$ cat src/hdl/scl_pkg.sv
// Package for the source code lexer: token kinds, scan phases and shared types.
// Used by every module of the lexer; depends on nothing.
`timescale 1ns / 1ps
`default_nettype none
package scl_pkg;
    localparam int OFFSET_BITS = 32;
    localparam int LENGTH_BITS = 16;
    localparam int DEPTH_BITS  = 16;
    localparam int PREFIX_DEPTH = 7;

    localparam logic [5:0] K_PLUS     = 6'd18;
    localparam logic [5:0] K_MINUS    = 6'd20;
    localparam logic [5:0] K_ARROW    = 6'd22;
    localparam logic [5:0] K_STAR     = 6'd23;
    localparam logic [5:0] K_SLASH    = 6'd25;
    localparam logic [5:0] K_LPAREN   = 6'd27;
    localparam logic [5:0] K_RPAREN   = 6'd28;
    localparam logic [5:0] K_LBRACE   = 6'd29;
    localparam logic [5:0] K_RBRACE   = 6'd30;
    localparam logic [5:0] K_LBRACKET = 6'd31;
    localparam logic [5:0] K_RBRACKET = 6'd32;
    localparam logic [5:0] K_COMMA    = 6'd33;
    localparam logic [5:0] K_SEMI     = 6'd34;
    localparam logic [5:0] K_COLON    = 6'd35;
    localparam logic [5:0] K_DOT      = 6'd36;
    localparam logic [5:0] K_DOTDOT   = 6'd37;
    localparam logic [5:0] K_EQ       = 6'd38;
    localparam logic [5:0] K_BANG     = 6'd40;
    localparam logic [5:0] K_LT       = 6'd42;
    localparam logic [5:0] K_GT       = 6'd44;
    localparam logic [5:0] K_ANDAND   = 6'd46;
    localparam logic [5:0] K_OROR     = 6'd47;
    localparam logic [5:0] K_STRING   = 6'd48;
    localparam logic [5:0] K_INT      = 6'd49;
    localparam logic [5:0] K_FLOAT    = 6'd50;
    localparam logic [5:0] K_IDENT    = 6'd51;
    localparam logic [5:0] K_ERROR    = 6'd52;
    localparam logic [5:0] K_END      = 6'd53;

    typedef enum logic [4:0] {
        PH_IDLE, PH_PLUS, PH_MINUS, PH_STAR, PH_SLASH, PH_DOT, PH_EQ, PH_BANG,
        PH_LT, PH_GT, PH_AMP, PH_PIPE, PH_STR, PH_INT, PH_INT_DOT, PH_FLOAT,
        PH_IDENT, PH_LINE, PH_BLOCK, PH_BLOCK_SLASH, PH_BLOCK_STAR
    } t_phase;

    typedef struct packed {
        logic [5:0]             kind;
        logic [OFFSET_BITS-1:0] start;
        logic [LENGTH_BITS-1:0] length;
        logic                   last;
    } t_token;

    // Up to three tokens released by one transaction, slot 0 first.
    typedef struct packed {
        logic [1:0] count;
        t_token     tok0;
        t_token     tok1;
        t_token     tok2;
    } t_burst;

    typedef logic [PREFIX_DEPTH*8-1:0] t_prefix;

    function automatic logic [7:0] kw_char(input int k, input int i);
        string s;
        case (k)
            0: s = "int8";     1: s = "int16";   2: s = "int32";   3: s = "int64";
            4: s = "float8";   5: s = "float16"; 6: s = "float32"; 7: s = "float64";
            8: s = "char";     9: s = "string";  10: s = "bool";   11: s = "if";
            12: s = "else";    13: s = "loop";   14: s = "fn";     15: s = "return";
            16: s = "true";    default: s = "false";
        endcase
        return (i < s.len()) ? s[i] : 8'd0;
    endfunction

    function automatic int kw_len(input int k);
        case (k)
            0: return 4;  1: return 5;  2: return 5;  3: return 5;  4: return 6;
            5: return 7;  6: return 7;  7: return 7;  8: return 4;  9: return 6;
            10: return 4; 11: return 2; 12: return 4; 13: return 4; 14: return 2;
            15: return 6; 16: return 4; default: return 5;
        endcase
    endfunction

    function automatic logic [5:0] word_kind(input t_prefix pre,
                                             input logic [LENGTH_BITS-1:0] len);
        logic [5:0] kind;
        logic       hit;
        kind = K_IDENT;
        for (int k = 0; k < 18; k++) begin
            hit = (len == LENGTH_BITS'(kw_len(k)));
            for (int i = 0; i < PREFIX_DEPTH; i++) begin
                if (i < kw_len(k) && pre[i*8 +: 8] != kw_char(k, i)) begin
                    hit = 1'b0;
                end
            end
            if (hit && kind == K_IDENT) begin
                kind = 6'(k);
            end
        end
        return kind;
    endfunction
endpackage
`default_nettype wire

$ cat src/hdl/scl_back.sv
// Back end of the lexer: token queue that unpacks bursts into single token
// transactions on the output channel. Uses scl_pkg.
`timescale 1ns / 1ps
`default_nettype none
module scl_back (
    input  wire logic          i_clk,
    input  wire logic          i_rst_n,
    input  wire logic          i_burst_valid,
    output logic               o_burst_ready,
    input  wire scl_pkg::t_burst i_burst,
    output logic               o_valid,
    input  wire logic          i_ready,
    output scl_pkg::t_token    o_token
);
    localparam int QD = 4;
    scl_pkg::t_token r_q [QD];
    logic [1:0] r_rd, r_wr;
    logic [2:0] r_cnt;
    logic       pop, push;
    scl_pkg::t_token tk [3];

    assign o_valid = (r_cnt != 3'd0);
    assign o_token = r_q[r_rd];
    assign pop = o_valid && i_ready;
    assign o_burst_ready = (r_cnt <= 3'd1);
    assign push = i_burst_valid && o_burst_ready;
    assign tk[0] = i_burst.tok0;
    assign tk[1] = i_burst.tok1;
    assign tk[2] = i_burst.tok2;

    always_ff @(posedge i_clk) begin
        if (!i_rst_n) begin
            r_rd <= '0; r_wr <= '0; r_cnt <= '0;
        end else begin
            r_rd <= r_rd + 2'(pop);
            r_wr <= r_wr + (push ? i_burst.count : 2'd0);
            r_cnt <= r_cnt + (push ? 3'(i_burst.count) : 3'd0) - 3'(pop);
        end
    end

    always_ff @(posedge i_clk) begin
        if (push) begin
            for (int k = 0; k < 3; k++) begin
                if (2'(k) < i_burst.count) begin
                    r_q[r_wr + 2'(k)] <= tk[k];
                end
            end
        end
    end
endmodule
`default_nettype wire

$ cat config.mk
export PLATFORM = sky130hd
export DESIGN_NAME = scl_back
export DESIGN_NICKNAME = d
export VERILOG_FILES = /design/src/hdl/scl_pkg.sv /design/src/hdl/scl_back.sv
export SDC_FILE = /design/constraint.sdc
export NUM_CORES = 1
export LEC_CHECK = 0
export BUFFER_PORTS_ARGS = -buffer_cell sky130_fd_sc_hd__buf_2
export CORE_MARGIN = 3
export CORE_UTILIZATION = 30
export CTS_BUF_LIST = sky130_fd_sc_hd__clkbuf_8
export CTS_CLUSTER_SIZE = 30
export DETAILED_ROUTE_END_ITERATION = 7
export GPL_ROUTABILITY_DRIVEN = 0
export MAX_ROUTING_LAYER = met4
export SYNTH_ARGS = -nofsm -noshare
export SYNTH_HDL_FRONTEND = slang
export SYNTH_SLANG_ARGS = --single-unit
$ cat constraint.sdc
create_clock -name i_clk -period 17.8 [get_ports i_clk]
set_input_delay 1.78 -clock i_clk [delete_from_list [all_inputs] [get_ports i_clk]]
set_output_delay 1.78 -clock i_clk [all_outputs]
set_load 0.05 [all_outputs]
==> metrics <==
commonest non-fill, non-tap cells in the layout=o21ai_0 (410), buf_2 (227), edfxtp_1 (220); Sw Share=42.99%; HP Start=r_cnt[0]; DRT Pass-1 Iters=5; htree depth=2; net switching power=886.5 uW; vias in the first global route=13420; DP HPWL=31700 um; Post-CTS Setup Bufs=0; fin area=0.01718 mm^2; Clk pin slew, worst setup/hold paths=60 ps; Worst setup SP type=register; WS Path Type=reg2out; Seq pwr share=36.2%; Max Cap Viol=0; max_slew headroom=22.14%; Int Pwr=1176 uW; GR Util met2=33.59%; Initial DRC Count=1445; EDFF count, synth=220; CTS tree=built; Worst setup startpoint=r_rd[0]; fin crit share=26.63%; CTS buffer count=40; width of the die=229.4 um; met3 usage=5.323%; Hold-fix buffers, CTS=0; combinational fraction of design power=42.2%; synth unique cells=40; WP data required=16020 ps; Placed Cells=2134; Pleak=0.006267 uW; final hold viol count=0; asr flop ratio synth=0%; Peak VDD IR=0.06719 mV; FF+latch count, synth=227; outcome=completed; Clock power frac=21.6%; Finished Layout Cells=2231; Top FF cell, synth=edfxtp_1; # setup viols final=0; Initial Utilization=30.47%; boundary pin count=228; nets=1689; Root Driver=clkbuf_8; GRT busiest layer=met2; Max clock buf depth=3; Worst Path Arrival=2960 ps; multi-input logic area=0.007486 mm^2; # clock sinks=227; Area Growth Syn to Fin=14.68%; Std-Cell Rows=81; Syn. warnings=0; wire length per cell=25.84 um; Global Route Usage Sum=21.67%; final wirelength=57660 um; initial antenna violation count=28; DRC viols=0; placed cell area=0.01641 mm^2; Least-Margin Pin Slew=1168 ps; die area=0.05265 mm^2; final worst slack=13060 ps; pin count of the biggest net entering global routing=124; Setup TNS Final=0 ps; Core ar.=0.04915 mm^2; Die Ht=229.4 um; layout cell share with drive strength beyond 1=24.22%; routed vias=13420; f_max=211.0 MHz; global route overflow=0; final-layout fill cell count=4897; syn_area_per_cell=10.69 um^2; Resize count post-CTS=0; register area share after synthesis=45.04%; Mapped Cells=1401; Tmin final=4739 ps; most common cell after layout, fill and taps aside=o21ai_0; Reg area=0.006761 mm^2; met1 Usage GRT=27.05%; vias per inst=6.014; P per Cell Area=120.1 mW/mm^2; Clk Latency, worst-skew pair=550 ps; Critical Path End Type=output pin; Final Max Slew Viols=0; RSZ-0062 raised after global routing=false; first-pass GRT wire length=85070 um; Detail Route Antenna Nets=0; worst hold path type=reg2reg; worst-path maximum fanout=32; port buffer count=227; r2r startpoint=r_wr[1]; Synth Net Count=1578; Post-Syn Area=0.01498 mm^2; final clock skew=16.37 ps; dpl ws=13040 ps
[cells in the mapped netlist (8+ instances only)]
cell type / n / area share [%]
and3b_1: 104 / 6.1
o21ai_0: 410 / 14
edfxtp_1: 220 / 44
a31oi_1: 12 / 0.50
a2bb2oi_1: 208 / 12
nor3_1: 12 / 0.40
and3_1: 55 / 2.3
o21ai_1: 21 / 0.70
buf_2: 70 / 2.3
nand3_1: 13 / 0.43
nor3b_1: 52 / 2.6
and2_1: 8 / 0.33
mux4_2: 55 / 8.3
clkbuf_1: 101 / 2.5
[area by class of cell]
cell class	count	area share (%)
multi-input cells	987	43.58
flip-flops and latches	227	39.36
repair buffers	249	7.576
well taps	664	4.837
clock buffers	41	3.285
clock inverters	25	0.7212
diodes	31	0.4516
inverters	7	0.1821
[logic make-up (layout without fill, tap and decap cells)]
family	count (synthesis)	after routing	share of synthesized area [%]
AND/OR/NAND/NOR	265	265	13.07
XOR/XNOR	5	5	0.2924
buffers and inverters	187	322	5.513
adder cells (fa/ha/maj)	6	6	0.5513
other	0	31	0
multiplexers	55	55	8.270
flip-flops	227	227	45.04
AO/OA/AOI/OAI	656	656	27.26
[registers in the layout (all words and copies together), names as in the netlist]
signal,flops
r_rd,2
r_cnt,3
r_wr,2
r_q,220
[critical path, cell delays in order, from the launching register on]
cell	delay (ps)
dfxtp_4	740
buf_4	710
mux4_2	660
buf_2	250
[final timing paths]
check | end | slack (ps) | depth (start not counted)
max | o_token[54] | 13060 | 3
min | r_cnt[0] | 580 | 2
max reg2reg | r_q[0][22] | 13820 | 6
min reg2reg | r_cnt[0] | 580 | 2
[per-stage QoR]
stage               total power, uW  hold slack, ps  util [%]
floorplan                      1367           551.0         -
global route                   2150           607.3     34.93
finish                         2062           575.2     34.94
CTS                            2068           580.2     34.79
global placement               1609           562.7     33.39
detailed placement             1624           568.2     33.39
[routing by layer]
| metal | vias to the layer above | share of wire (%) |
|---|---|---|
| li1 | 5845 | - |
| met1 | 6708 | 40 |
| met2 | 744 | 47 |
| met3 | 120 | 9.8 |
| met4 | 0 | 2.8 |
| met5 | - | 0 |
[power by group through the flow]
stage	clock [uW]	combinational [uW]	sequential, uW
after global placement	0	855	754
after CTS	454	867	746
final	446	870	746
after floorplan	0	651	716
after detailed placement	0	866	758
after global routing	477	918	755
No activity file was read; power rests on OpenSTA's default activity.
